--- src/sv/rne_pkg.sv ---
`default_nettype none

package rne_pkg;

    localparam int unsigned VALUE_W     = 12;
    localparam int unsigned LETTER_W    = 8;
    localparam int unsigned DIGIT_W     = 4;
    localparam int unsigned NUM_PLACES  = 4;
    localparam int unsigned QUEUE_DEPTH = 2;

    localparam logic [VALUE_W-1:0] VALUE_MAX = 12'd3999;

    localparam logic [LETTER_W-1:0] LETTER_I    = 8'h49;
    localparam logic [LETTER_W-1:0] LETTER_V    = 8'h56;
    localparam logic [LETTER_W-1:0] LETTER_X    = 8'h58;
    localparam logic [LETTER_W-1:0] LETTER_L    = 8'h4C;
    localparam logic [LETTER_W-1:0] LETTER_C    = 8'h43;
    localparam logic [LETTER_W-1:0] LETTER_D    = 8'h44;
    localparam logic [LETTER_W-1:0] LETTER_M    = 8'h4D;
    localparam logic [LETTER_W-1:0] LETTER_NONE = 8'h00;

    // places: 0 units, 1 tens, 2 hundreds, 3 thousands
    localparam logic [1:0] PLACE_UNITS     = 2'd0;
    localparam logic [1:0] PLACE_TENS      = 2'd1;
    localparam logic [1:0] PLACE_HUNDREDS  = 2'd2;
    localparam logic [1:0] PLACE_THOUSANDS = 2'd3;

    typedef enum logic [1:0] {
        ROLE_ONE,
        ROLE_FIVE,
        ROLE_TEN
    } t_role;

    typedef enum logic [1:0] {
        F_IDLE,
        F_CONV,
        F_PUSH
    } t_fstate;

    typedef enum logic {
        B_IDLE,
        B_EMIT
    } t_bstate;

    // one classified number: decimal digits plus the range flag
    typedef struct packed {
        logic                                 out_of_range;
        logic [NUM_PLACES-1:0][DIGIT_W-1:0]   digits;
    } t_item;

    // number of letters that one decimal digit turns into
    function automatic logic [2:0] digit_len(input logic [DIGIT_W-1:0] d);
        logic [2:0] len;
        case (d)
            4'd0:    len = 3'd0;
            4'd1:    len = 3'd1;
            4'd2:    len = 3'd2;
            4'd3:    len = 3'd3;
            4'd4:    len = 3'd2;
            4'd5:    len = 3'd1;
            4'd6:    len = 3'd2;
            4'd7:    len = 3'd3;
            4'd8:    len = 3'd4;
            4'd9:    len = 3'd2;
            default: len = 3'd0;
        endcase
        return len;
    endfunction

    // which letter of the place triple stands at position k of digit d
    function automatic t_role digit_role(input logic [DIGIT_W-1:0] d, input logic [1:0] k);
        t_role r;
        if (d < 4'd4) begin
            r = ROLE_ONE;
        end else if (d == 4'd4) begin
            r = (k == 2'd0) ? ROLE_ONE : ROLE_FIVE;
        end else if (d < 4'd9) begin
            r = (k == 2'd0) ? ROLE_FIVE : ROLE_ONE;
        end else begin
            r = (k == 2'd0) ? ROLE_ONE : ROLE_TEN;
        end
        return r;
    endfunction

    function automatic logic [LETTER_W-1:0] place_letter(input logic [1:0] p, input t_role r);
        logic [LETTER_W-1:0] l;
        case (p)
            PLACE_UNITS: begin
                case (r)
                    ROLE_ONE:  l = LETTER_I;
                    ROLE_FIVE: l = LETTER_V;
                    default:   l = LETTER_X;
                endcase
            end
            PLACE_TENS: begin
                case (r)
                    ROLE_ONE:  l = LETTER_X;
                    ROLE_FIVE: l = LETTER_L;
                    default:   l = LETTER_C;
                endcase
            end
            PLACE_HUNDREDS: begin
                case (r)
                    ROLE_ONE:  l = LETTER_C;
                    ROLE_FIVE: l = LETTER_D;
                    default:   l = LETTER_M;
                endcase
            end
            default: l = LETTER_M;
        endcase
        return l;
    endfunction

endpackage

`default_nettype wire

--- src/sv/rne_front.sv ---
`default_nettype none

module rne_front (
    input  wire logic                          i_clk,
    input  wire logic                          i_rst_n,
    input  wire logic                          i_valid,
    output logic                               o_ready,
    input  wire logic [rne_pkg::VALUE_W-1:0]   i_value,
    output logic                               o_push,
    output rne_pkg::t_item                     o_item,
    input  wire logic                          i_full
);

    localparam int unsigned CNT_W = $clog2(rne_pkg::VALUE_W);
    localparam logic [CNT_W-1:0] CNT_LAST = CNT_W'(rne_pkg::VALUE_W - 1);
    localparam int unsigned BCD_W = rne_pkg::NUM_PLACES * rne_pkg::DIGIT_W;

    rne_pkg::t_fstate r_state, n_state;
    logic [rne_pkg::VALUE_W-1:0] r_bin, n_bin;
    logic [BCD_W-1:0]            r_bcd, n_bcd;
    logic [CNT_W-1:0]            r_cnt, n_cnt;
    logic                        r_err, n_err;
    logic [BCD_W-1:0]            bcd_adj;
    logic                        accept;
    logic                        bad_value;

    assign accept    = i_valid && o_ready;
    assign bad_value = (i_value == '0) || (i_value > rne_pkg::VALUE_MAX);

    // double dabble: add 3 to every digit of 5 or more before the shift
    always_comb begin
        for (int p = 0; p < rne_pkg::NUM_PLACES; p++) begin
            if (r_bcd[p*rne_pkg::DIGIT_W +: rne_pkg::DIGIT_W] >= 4'd5) begin
                bcd_adj[p*rne_pkg::DIGIT_W +: rne_pkg::DIGIT_W] =
                    r_bcd[p*rne_pkg::DIGIT_W +: rne_pkg::DIGIT_W] + 4'd3;
            end else begin
                bcd_adj[p*rne_pkg::DIGIT_W +: rne_pkg::DIGIT_W] =
                    r_bcd[p*rne_pkg::DIGIT_W +: rne_pkg::DIGIT_W];
            end
        end
    end

    always_comb begin
        n_state = r_state;
        case (r_state)
            rne_pkg::F_IDLE: begin
                if (i_valid) begin
                    n_state = bad_value ? rne_pkg::F_PUSH : rne_pkg::F_CONV;
                end
            end
            rne_pkg::F_CONV: begin
                if (r_cnt == CNT_LAST) begin
                    n_state = rne_pkg::F_PUSH;
                end
            end
            rne_pkg::F_PUSH: begin
                if (!i_full) begin
                    n_state = rne_pkg::F_IDLE;
                end
            end
            default: n_state = rne_pkg::F_IDLE;
        endcase
    end

    always_comb begin
        o_ready = (r_state == rne_pkg::F_IDLE);
        o_push  = (r_state == rne_pkg::F_PUSH) && !i_full;
        o_item.out_of_range = r_err;
        o_item.digits       = r_bcd;
    end

    always_comb begin
        n_bin = r_bin;
        n_bcd = r_bcd;
        n_cnt = r_cnt;
        n_err = r_err;
        if (accept) begin
            n_bin = i_value;
            n_bcd = '0;
            n_cnt = '0;
            n_err = bad_value;
        end else if (r_state == rne_pkg::F_CONV) begin
            n_bcd = {bcd_adj[BCD_W-2:0], r_bin[rne_pkg::VALUE_W-1]};
            n_bin = {r_bin[rne_pkg::VALUE_W-2:0], 1'b0};
            n_cnt = r_cnt + 1'b1;
        end
    end

    always_ff @(posedge i_clk) begin
        if (!i_rst_n) begin
            r_state <= rne_pkg::F_IDLE;
        end else begin
            r_state <= n_state;
        end
        r_bin <= n_bin;
        r_bcd <= n_bcd;
        r_cnt <= n_cnt;
        r_err <= n_err;
    end

endmodule

`default_nettype wire

--- src/sv/rne_queue.sv ---
`default_nettype none

module rne_queue #(
    parameter int unsigned DEPTH = rne_pkg::QUEUE_DEPTH
) (
    input  wire logic            i_clk,
    input  wire logic            i_rst_n,
    input  wire logic            i_push,
    input  wire rne_pkg::t_item  i_item,
    output logic                 o_full,
    input  wire logic            i_pop,
    output logic                 o_empty,
    output rne_pkg::t_item       o_item
);

    localparam int unsigned PTR_W = (DEPTH > 1) ? $clog2(DEPTH) : 1;
    localparam int unsigned CNT_W = $clog2(DEPTH + 1);
    localparam logic [PTR_W-1:0] PTR_LAST = PTR_W'(DEPTH - 1);
    localparam logic [CNT_W-1:0] CNT_FULL = CNT_W'(DEPTH);

    rne_pkg::t_item r_mem [DEPTH];
    logic [PTR_W-1:0] r_wr_ptr, r_rd_ptr;
    logic [CNT_W-1:0] r_count;
    logic             do_push, do_pop;

    assign o_full  = (r_count == CNT_FULL);
    assign o_empty = (r_count == '0);
    assign o_item  = r_mem[r_rd_ptr];
    assign do_push = i_push && !o_full;
    assign do_pop  = i_pop && !o_empty;

    always_ff @(posedge i_clk) begin
        if (!i_rst_n) begin
            r_wr_ptr <= '0;
            r_rd_ptr <= '0;
            r_count  <= '0;
        end else begin
            if (do_push) begin
                r_wr_ptr <= (r_wr_ptr == PTR_LAST) ? '0 : r_wr_ptr + 1'b1;
            end
            if (do_pop) begin
                r_rd_ptr <= (r_rd_ptr == PTR_LAST) ? '0 : r_rd_ptr + 1'b1;
            end
            if (do_push && !do_pop) begin
                r_count <= r_count + 1'b1;
            end else if (do_pop && !do_push) begin
                r_count <= r_count - 1'b1;
            end
        end
        if (do_push) begin
            r_mem[r_wr_ptr] <= i_item;
        end
    end

    a_no_overflow: assert property (@(posedge i_clk) disable iff (!i_rst_n)
        i_push |-> !o_full)
        else $error("push into full queue");

    a_no_underflow: assert property (@(posedge i_clk) disable iff (!i_rst_n)
        i_pop |-> !o_empty)
        else $error("pop from empty queue");

    a_count_bound: assert property (@(posedge i_clk) disable iff (!i_rst_n)
        r_count <= CNT_FULL)
        else $error("queue count beyond depth");

endmodule

`default_nettype wire

--- src/sv/rne_back.sv ---
`default_nettype none

module rne_back (
    input  wire logic                            i_clk,
    input  wire logic                            i_rst_n,
    input  wire logic                            i_empty,
    input  wire rne_pkg::t_item                  i_item,
    output logic                                 o_pop,
    output logic                                 o_valid,
    input  wire logic                            i_ready,
    output logic [rne_pkg::LETTER_W-1:0]         o_letter,
    output logic                                 o_last,
    output logic                                 o_out_of_range
);

    rne_pkg::t_bstate r_state, n_state;
    logic [rne_pkg::NUM_PLACES-1:0][rne_pkg::DIGIT_W-1:0] r_digits, n_digits;
    logic [rne_pkg::NUM_PLACES-1:0] r_mask, n_mask;
    logic [1:0]                     r_pos, n_pos;
    logic                           r_err, n_err;

    logic                           r_out_valid, n_out_valid;
    logic [rne_pkg::LETTER_W-1:0]   r_out_letter, n_out_letter;
    logic                           r_out_last, n_out_last;
    logic                           r_out_oor, n_out_oor;

    logic                           out_free;
    logic                           emit;
    logic                           place_done;
    logic                           numeral_done;
    logic [1:0]                     cur_place;
    logic [rne_pkg::DIGIT_W-1:0]    cur_digit;
    logic [2:0]                     cur_len;
    logic [rne_pkg::NUM_PLACES-1:0] load_mask;
    logic [rne_pkg::NUM_PLACES-1:0] rest_mask;
    logic [rne_pkg::LETTER_W-1:0]   cur_letter;

    assign out_free = !r_out_valid || i_ready;

    // highest place still pending is the one being spelled
    always_comb begin
        cur_place = rne_pkg::PLACE_UNITS;
        for (int p = 0; p < rne_pkg::NUM_PLACES; p++) begin
            if (r_mask[p]) begin
                cur_place = 2'(p);
            end
        end
    end

    always_comb begin
        for (int p = 0; p < rne_pkg::NUM_PLACES; p++) begin
            load_mask[p] = (i_item.digits[p] != '0);
        end
    end

    assign cur_digit    = r_digits[cur_place];
    assign cur_len      = rne_pkg::digit_len(cur_digit);
    assign place_done   = ({1'b0, r_pos} == cur_len - 3'd1);
    assign rest_mask    = r_mask & ~(rne_pkg::NUM_PLACES'(1) << cur_place);
    assign numeral_done = r_err || (place_done && (rest_mask == '0));
    assign cur_letter   = rne_pkg::place_letter(cur_place,
                                                rne_pkg::digit_role(cur_digit, r_pos));
    assign emit         = (r_state == rne_pkg::B_EMIT) && out_free;

    always_comb begin
        n_state = r_state;
        case (r_state)
            rne_pkg::B_IDLE: begin
                if (!i_empty) begin
                    n_state = rne_pkg::B_EMIT;
                end
            end
            rne_pkg::B_EMIT: begin
                if (out_free && numeral_done) begin
                    n_state = rne_pkg::B_IDLE;
                end
            end
            default: n_state = rne_pkg::B_IDLE;
        endcase
    end

    always_comb begin
        o_pop          = (r_state == rne_pkg::B_IDLE) && !i_empty;
        o_valid        = r_out_valid;
        o_letter       = r_out_letter;
        o_last         = r_out_last;
        o_out_of_range = r_out_oor;
    end

    always_comb begin
        n_digits     = r_digits;
        n_mask       = r_mask;
        n_pos        = r_pos;
        n_err        = r_err;
        n_out_valid  = r_out_valid && !i_ready;
        n_out_letter = r_out_letter;
        n_out_last   = r_out_last;
        n_out_oor    = r_out_oor;
        if (o_pop) begin
            n_digits = i_item.digits;
            n_mask   = load_mask;
            n_pos    = '0;
            n_err    = i_item.out_of_range;
        end else if (emit) begin
            n_out_valid  = 1'b1;
            n_out_letter = r_err ? rne_pkg::LETTER_NONE : cur_letter;
            n_out_last   = numeral_done;
            n_out_oor    = r_err;
            if (place_done) begin
                n_mask = rest_mask;
                n_pos  = '0;
            end else begin
                n_pos = r_pos + 1'b1;
            end
        end
    end

    always_ff @(posedge i_clk) begin
        if (!i_rst_n) begin
            r_state     <= rne_pkg::B_IDLE;
            r_out_valid <= 1'b0;
        end else begin
            r_state     <= n_state;
            r_out_valid <= n_out_valid;
        end
        r_digits     <= n_digits;
        r_mask       <= n_mask;
        r_pos        <= n_pos;
        r_err        <= n_err;
        r_out_letter <= n_out_letter;
        r_out_last   <= n_out_last;
        r_out_oor    <= n_out_oor;
    end

    a_error_form: assert property (@(posedge i_clk) disable iff (!i_rst_n)
        (r_out_valid && r_out_oor) |-> (r_out_letter == rne_pkg::LETTER_NONE && r_out_last))
        else $error("range error item malformed");

    a_letter_set: assert property (@(posedge i_clk) disable iff (!i_rst_n)
        (r_out_valid && !r_out_oor) |->
            (r_out_letter == rne_pkg::LETTER_I || r_out_letter == rne_pkg::LETTER_V ||
             r_out_letter == rne_pkg::LETTER_X || r_out_letter == rne_pkg::LETTER_L ||
             r_out_letter == rne_pkg::LETTER_C || r_out_letter == rne_pkg::LETTER_D ||
             r_out_letter == rne_pkg::LETTER_M))
        else $error("letter outside roman set");

    a_pending_place: assert property (@(posedge i_clk) disable iff (!i_rst_n)
        (r_state == rne_pkg::B_EMIT && !r_err) |-> (r_mask != '0))
        else $error("spelling with no pending place");

endmodule

`default_nettype wire

--- src/sv/roman_numeral_encoder.sv ---
`default_nettype none

// Converts a 12-bit binary value into its Roman numeral as ASCII letters, one letter per
// output item, most significant letter first, tlast on the final letter. Values 0 and
// above 3999 give a single item with letter 0, tlast high and tuser high. The front end
// converts each accepted value to decimal digits by shift-and-add-3, one bit per cycle,
// while a rejected value skips the conversion, before the value enters a small queue;
// the back end spells one letter per cycle while the output is not stalled, and returns
// to idle to pick up the next queued number. Since the two halves overlap through the
// queue, the front end can convert the next value while the back end spells the previous
// one. The longest numeral is the 15 letters of 3888.

module roman_numeral_encoder #(
    parameter int unsigned QUEUE_DEPTH = rne_pkg::QUEUE_DEPTH
) (
    input  wire logic        i_clk,
    input  wire logic        i_rst_n,
    input  wire logic        i_s_axis_tvalid,
    output logic             o_s_axis_tready,
    input  wire logic [15:0] i_s_axis_tdata,   // [11:0] value, [15:12] zero fill
    output logic             o_m_axis_tvalid,
    input  wire logic        i_m_axis_tready,
    output logic [7:0]       o_m_axis_tdata,   // [7:0] letter
    output logic             o_m_axis_tlast,
    output logic [0:0]       o_m_axis_tuser    // [0] out_of_range
);

    logic           push, full, pop, empty;
    rne_pkg::t_item front_item, queue_item;
    logic           oor;

    rne_front u_front (
        .i_clk   (i_clk),
        .i_rst_n (i_rst_n),
        .i_valid (i_s_axis_tvalid),
        .o_ready (o_s_axis_tready),
        .i_value (i_s_axis_tdata[rne_pkg::VALUE_W-1:0]),
        .o_push  (push),
        .o_item  (front_item),
        .i_full  (full)
    );

    rne_queue #(
        .DEPTH (QUEUE_DEPTH)
    ) u_queue (
        .i_clk   (i_clk),
        .i_rst_n (i_rst_n),
        .i_push  (push),
        .i_item  (front_item),
        .o_full  (full),
        .i_pop   (pop),
        .o_empty (empty),
        .o_item  (queue_item)
    );

    rne_back u_back (
        .i_clk          (i_clk),
        .i_rst_n        (i_rst_n),
        .i_empty        (empty),
        .i_item         (queue_item),
        .o_pop          (pop),
        .o_valid        (o_m_axis_tvalid),
        .i_ready        (i_m_axis_tready),
        .o_letter       (o_m_axis_tdata),
        .o_last         (o_m_axis_tlast),
        .o_out_of_range (oor)
    );

    assign o_m_axis_tuser = oor;

endmodule

`default_nettype wire

--- config.mk ---
export PLATFORM = sky130hd
export DESIGN_NAME = roman_numeral_encoder
export DESIGN_NICKNAME = d
export VERILOG_FILES = /design/src/sv/rne_pkg.sv /design/src/sv/rne_front.sv /design/src/sv/rne_queue.sv /design/src/sv/rne_back.sv /design/src/sv/roman_numeral_encoder.sv
export SDC_FILE = /design/constraint.sdc
export NUM_CORES = 1
export LEC_CHECK = 0
export BUFFER_PORTS_ARGS = -buffer_cell sky130_fd_sc_hd__buf_2
export CORE_AREA = 8 8 105 107
export CTS_CLUSTER_DIAMETER = 30
export DETAILED_ROUTE_END_ITERATION = 8
export DIE_AREA = 0 0 113 115
export GPL_TIMING_DRIVEN = 0
export PLACE_DENSITY = 0.69
export SLEW_MARGIN = 20
export SYNTH_ARGS = -nofsm -noshare
export SYNTH_HDL_FRONTEND = slang
export SYNTH_SLANG_ARGS = --single-unit
--- constraint.sdc ---
create_clock -name i_clk -period 3.22 [get_ports i_clk]
set_clock_uncertainty 0.1 [all_clocks]
set_input_delay 0.644 -clock i_clk [delete_from_list [all_inputs] [get_ports i_clk]]
set_output_delay 0.644 -clock i_clk [all_outputs]
set_load 0.05 [all_outputs]
==> results of run 1 <==
[how the worst max path moves through the flow]
stage                     startpoint  depth (start not counted)               end  slack [ns]
floorplan           u_back.r_mask[2]                         14  u_back.r_mask[0]        0.02
global placement    u_back.r_mask[2]                         13  u_back.r_mask[2]       -0.51
detailed placement  u_back.r_mask[3]                         12  u_back.r_mask[3]       -0.54
CTS                 u_back.r_mask[2]                         14  u_back.r_mask[2]       0.009
global route        u_back.r_mask[2]                         14  u_back.r_mask[2]       -0.04
finish              u_back.r_mask[2]                         14  u_back.r_mask[2]        0.08
[sequential cells by signal (all words and copies together), names as in the netlist, 2 cells and up, named ones only]
| signal | cells |
|---|---|
| u_front.r_bcd | 16 |
| u_back.o_letter | 6 |
| u_back.r_mask | 4 |
| u_front.r_state | 2 |
| u_front.r_cnt | 4 |
| u_back.r_digits | 16 |
| u_queue.r_mem | 34 |
| u_back.r_pos | 2 |
| u_queue.r_count | 2 |
| u_front.r_bin | 12 |
[through the flow]
| step | utilization (%) | setup slack, ns | cell area [sq um] |
|---|---|---|---|
| after floorplan | - | 0.0153 | 4900 |
| after global placement | 54.7 | -0.511 | 5170 |
| after CTS | 57.9 | 0.00860 | 5480 |
| final | 59.0 | 0.0770 | 5580 |
| after global routing | 59.0 | -0.0427 | 5580 |
| after detailed placement | 54.8 | -0.543 | 5180 |
[worst max-delay path, stage by stage, from the launching register on]
cell,delay (ns)
edfxtp_1,0.39
buf_4,0.18
nor2b_1,0.15
o31ai_4,0.35
nand2_2,0.16
nor3_4,0.20
a21oi_2,0.05
ha_1,0.32
xor2_2,0.16
nand2_1,0.08
a311oi_1,0.20
o31a_1,0.19
a211oi_2,0.06
o21ai_2,0.15
buf_6,0.14
[layout make-up]
| class | instances | area [sq um] |
|---|---|---|
| Buffer | 19 | 91.3 |
| Clock buffer | 15 | 178 |
| Clock inverter | 1 | 5.00 |
| Fill cell | 735 | 3870 |
| Inverter | 17 | 63.8 |
| Multi-Input combinational cell | 287 | 1940 |
| Sequential cell | 107 | 2900 |
| Tap cell | 114 | 143 |
| Timing Repair Buffer | 42 | 264 |
[metal layers]
metal / track usage [%] / vias to the layer above / wire length, microns
met5: 0 / - / 0
met4: 10.0 / 0 / 321
met3: 3.10 / 27 / 320
met2: 24.2 / 76 / 4510
met1: 15.2 / 1608 / 3860
li1: - / 1666 / -
[kinds of logic after synthesis]
| group | after synthesis |
|---|---|
| AND/OR/NAND/NOR | 151 |
| flip-flops | 107 |
| AO/OA/AOI/OAI | 85 |
| buffers and inverters | 37 |
| multiplexers | 21 |
| XOR/XNOR | 15 |
| adder cells (fa/ha/maj) | 13 |
| other | 1 |
[cell usage after synthesis (2+ instances only)]
cell type | instances | area [sq um]
and3_1 | 2 | 12.5
o21ai_0 | 26 | 130
o21ai_1 | 2 | 10.0
edfxtp_1 | 76 | 2280
ha_1 | 12 | 150
nor2b_1 | 7 | 43.8
nand4_1 | 2 | 12.5
buf_2 | 3 | 15.0
a31oi_1 | 3 | 18.8
nand2_1 | 53 | 199
nor4_1 | 7 | 43.8
a21boi_0 | 2 | 15.0
o21bai_1 | 2 | 15.0
nor3_2 | 2 | 20.0
nor3_1 | 6 | 30.0
a221oi_1 | 3 | 26.3
a21oi_1 | 23 | 115
nand2b_1 | 9 | 56.3
clkbuf_1 | 14 | 52.6
nor3b_1 | 3 | 22.5
mux2i_1 | 2 | 20.0
xnor2_1 | 7 | 61.3
nand3_1 | 23 | 115
o31ai_1 | 7 | 52.6
buf_4 | 3 | 22.5
nor2_1 | 22 | 82.6
mux2_2 | 18 | 203
and2_1 | 5 | 31.3
inv_1 | 16 | 60.1
o211ai_1 | 2 | 15.0
dfxtp_1 | 31 | 621
nand3b_1 | 2 | 15.0
xor2_1 | 8 | 70.1
[what timing repair did]
item	4_1_cts	5_1_grt
hold buffers	0	0
resized for setup	11	13
endpoints found under the hold margin	0	0
buffers inserted	8	8
cloned	0	0
setup endpoints to repair	4	6
pin swaps	2	10
[placed cells by master (no fill, tap or decap), types with 10 or more instances in the layout]
master    instances
clkbuf_1         18
buf_4            17
mux2_2           18
nand2_1          52
ha_1             12
nand3_1          23
a21oi_1          20
clkbuf_8         10
o21ai_0          24
nor2_1           22
buf_2            26
edfxtp_1         76
dfxtp_1          31
inv_1            16
[report_power, final]
part / total (W) / internal, W / switching, W
clock: 0.000767 / 0.000351 / 0.000416
sequential: 0.00194 / 0.00180 / 0.000135
combinational: 0.00214 / 0.000885 / 0.00125
==> results.toml, run 1 <==
[layout]
syn_to_final_growth_pct = 14.1
drive_gt1_share_pct = 21.5
final_nets = 515
stdcell_count = 602
diodes = 0

[synthesis]
synth_fa_ha_area_share_pct = 3.27
syn_avg_cell_area_sq_um = 11.4
synth_top_family_by_area = "simple AND/OR/NAND/NOR gates"
yosys.area_share.simple_pct = 15.5
synth_edf_count = 76
synth_mux_area_share_pct = 5.01
yosys_warnings = 0
yosysSeqAreaShare_pct = 59.3
synthArstFlopShare_pct = 0
synth_cells = 430
netlist_area_sq_mm = 0.00489
ys.flop_type = "edfxtp_1"
synth-compound-area-share_pct = 11.0
synthXorXnorAreaFrac_pct = 2.68
synth_seq_cells = 107
ys_types = 60

[worst_setup_path]
reg2reg_to = "u_back.r_mask[2]"
crit_required_ns = 3.20
startpoint_type = "flip-flop"
worst-endpoint-arrival_ns = 3.12
ff2ff_path_depth = 14
endpoint_kind = "flip-flop"
path_class = "reg2reg"
r2r_start = "u_back.r_mask[2]"
cp_max_fo = 10
r2r_setup_slack_ns = 0.08

[global_routing]
antenna_found_initial = 0
grt_pass1_vias = 3231
grt_first_pass_wirelength_mm = 14.6
grt_max_degree = 21
grt_overflow_total = 0
grtUsageTotal_pct = 14.1

[floorplanning]
coreArea_sq_mm = 0.00946
start_util_pct = 51.7
dieArea_sq_mm = 0.0130
ios = 32
row_count = 36
die_w_microns = 113
die_h_microns = 115

[routing]
dr.first_iter.drc_count = 116
wl_per_cell_microns = 15.0
drtAntennaViolNets = 0
num_vias = 3377
finalWirelength_mm = 9.02
drc_errors = 0
dr.pass1.iters = 4
viasPerCell = 5.61

[pwr]
pwr_density_cell_mw_per_mm2 = 868
power.total_w = 0.00484
ir_drop_mv = 0.361
leakage_nw = 2.06

[hold_path]
whs_endpoint = "u_front.r_bcd[0]"
hold_class = "reg2reg"
hold_start = "u_front.r_bin[11]"
hold_depth = 2

[clock_network]
cts-root-buf = "clkbuf_8"
clockBufferDepth = 2
clk_latency_ns = 0.36
cts_buffers = 9
htree_levels = 3
cts_tree = "done"
clock_sinks = 107
clkTransAtPathRegs_ns = 0.09

[job]
cap_violations = 0

[place]
place_congestion = 0.816
placed_cells = 571
io_buffers = 25
dp_hpwl_mm = 6.24

[sta]
relSlewSlack_pct = 43.4
finalSetupViolCount = 0
rsz0062_at_grt = "true"
finalCritPeriodShare_pct = 97.6
post-route-min-period_ns = 3.14
timing.fmax_ghz = 0.318
fin_tns_setup_ns = 0
tightestPinTransition_ns = 0.843
drv_slew = 0
holdWs_ns = 0.359
finalHoldViolCount = 0

[outcome]
status = "completed"
No activity file was read; power rests on OpenSTA's default activity.
==> run 2, diff against run 1 <==
SETUP_SLACK_MARGIN = 0.5   (was unset)
==> run 2 against run 1 <==
Against the previous run: critical path depth unchanged; hold slack worse by 0.0028 ns; non-clock buffer count up 6; global-route usage up 1.2 points; combinational power up 9%; maximum frequency about the same; critical endpoint is now u_back.r_mask[3]; largest cell class unchanged.
==> results.toml, run 2 (same netlist as run 1, synthesis figures left out) <==
[hold_path]
hold_class = "reg2reg"
hold_start = "u_front.r_err"
whs_endpoint = "u_queue.r_mem[0][16]"
hold_depth = 0

[clock_network]
cts_buffers = 9
cts-root-buf = "clkbuf_8"
clockBufferDepth = 2
clock_sinks = 107
clkTransAtPathRegs_ns = 0.11
cts_tree = "done"
htree_levels = 3
clk_latency_ns = 0.37
postCtsHoldBufs = 0

[global_routing]
grt_pass1_vias = 3335
grt_overflow_total = 0
grt_first_pass_wirelength_mm = 15.8
grtUsageTotal_pct = 15.3
antenna_found_initial = 0
grt_max_degree = 21

[sta]
finalHoldViolCount = 0
relSlewSlack_pct = 42.8
timing.fmax_ghz = 0.318
rsz0062_at_grt = "true"
drv_slew = 0
post-route-min-period_ns = 3.14
tightestPinTransition_ns = 0.852
finalCritPeriodShare_pct = 97.6
finalSetupViolCount = 0
holdWs_ns = 0.356

[worst_setup_path]
r2r_start = "u_back.r_mask[1]"
crit_path_max_incr_delay_ns = 0.52
worst-endpoint-arrival_ns = 3.11
crit_required_ns = 3.19
path_class = "reg2reg"
reg2reg_to = "u_back.r_mask[3]"
crit_path_frequent_cell = "buf_6"
startpoint_type = "flip-flop"
cp_slowest_cell = "edfxtp_1"
endpoint_kind = "flip-flop"
cp_cell_sequence = "buf_6, buf_6, nand3b_1, a2bb2oi_2, a21o_4, nor3_2, a21oi_1, ha_1, xor2_1, nand2_1, a311oi_2, o31a_1, a211oi_4, o21ai_4"
r2r_setup_slack_ns = 0.08
cp_max_fo = 5
ff2ff_path_depth = 14

[routing]
wl_per_cell_microns = 15.4
viasPerCell = 5.55
num_vias = 3372
drtAntennaViolNets = 0
drc_errors = 0
dr.pass1.iters = 5
finalWirelength_mm = 9.39
dr.first_iter.drc_count = 109

[job]
cap_violations = 0

[layout]
final_nets = 521
drive_gt1_share_pct = 23.7
mostFrequentLayoutCell = "edfxtp_1"
nFillCells = 764
utilization_pct = 60.9
diodes = 0
reg_top3 = "u_queue.r_mem (34), u_back.r_digits (16), u_front.r_bcd (16)"
final_cell_mix = "edfxtp_1 (76), nand2_1 (52), dfxtp_1 (31)"
syn_to_final_growth_pct = 17.7
largest_register = "u_queue.r_mem"
design_area_sq_mm = 0.00576
stdcell_count = 608
largest_reg_flops = 34

[pwr]
ir_drop_mv = 0.377
pwr_density_cell_mw_per_mm2 = 903
leakage_nw = 2.14
power.total_w = 0.00520

[floorplanning]
die_h_microns = 115
coreArea_sq_mm = 0.00946
die_w_microns = 113
start_util_pct = 51.7
dieArea_sq_mm = 0.0130
row_count = 36
ios = 32

[place]
dpl_cell_area_sq_mm = 0.00523
place_congestion = 0.811
dp_hpwl_mm = 6.49
placed_cells = 571
io_buffers = 25

[outcome]
status = "completed"
run 2: changes by cell type in the layout (fill, tap and decap cells not counted), sizes merged:
cell,change
buf,+6
inv,+1
clkinv,+1
bufinv,+1
clkbuf,-3
run 2: through the flow:
| stage | TNS (ns) | worst slack (ns) |
|---|---|---|
| final | 0 | 0.0786 |
| after global routing | -0.652 | -0.120 |
| after CTS | 0 | 0.0910 |
| after detailed placement | -0.471 | -0.118 |
| after global placement | -0.265 | -0.0663 |
| after floorplan | 0 | 0.292 |
run 2: repair_timing:
item / in CTS / in global routing
setup endpoints to repair: 8 / 9
gates resized for setup: 20 / 8
cloned: 1 / 0
setup buffers: 17 / 3
pin swaps: 14 / 6
run 2: area by class of cell:
| type | count | area, sq um | area share, % |
|---|---|---|---|
| timing repair buffer | 47 | 310 | 5.38 |
| buffer | 20 | 113 | 1.95 |
| tap | 114 | 143 | 2.48 |
| multi-input combinational | 287 | 2000 | 34.7 |
| clock inverter | 4 | 52.6 | 0.912 |
| clock buffer | 12 | 178 | 3.08 |
| inverter | 17 | 63.8 | 1.11 |
| sequential | 107 | 2900 | 50.4 |
run 2: critical path, delay by kind of cell, from the launching register on:
| kind | cells | cell delay [ns] |
|---|---|---|
| flops | 1 | 0.52 |
| simple gates | 3 | 0.36 |
| xor+xnor | 1 | 0.18 |
| buf+inv | 2 | 0.27 |
| compound gates | 7 | 1.11 |
| fa+ha+maj | 1 | 0.30 |
run 2: routing by layer:
layer  GRT usage (%)  vias to the layer above  part of all wire (%)
li1                -                     1675                     -
met1            17.2                     1582                    43
met2            26.8                       87                    50
met3            2.89                       28                   3.3
met4            8.61                        0                   3.4
met5               0                        -                     0
run 2: worst max path at each step:
| stage | to | cells after the start | slack [ns] | startpoint |
|---|---|---|---|---|
| 2_1_floorplan | u_back.r_mask[0] | 14 | 0.29 | u_back.r_mask[2] |
| 3_3_place_gp | u_back.r_mask[2] | 12 | -0.07 | u_back.r_mask[1] |
| 3_5_place_dp | u_back.r_mask[2] | 12 | -0.12 | u_back.r_mask[1] |
| 4_1_cts | u_back.r_mask[2] | 12 | 0.09 | u_back.r_mask[1] |
| 6_report | u_back.r_mask[3] | 14 | 0.08 | u_back.r_mask[1] |
| 5_1_grt | u_back.r_mask[2] | 13 | -0.12 | u_back.r_mask[1] |
run 2: report_power, final:
group	total [W]	internal [W]	switching, W
combinational	0.00233	0.00103	0.00130
sequential	0.00196	0.00181	0.000155
clock	0.000909	0.000458	0.000452
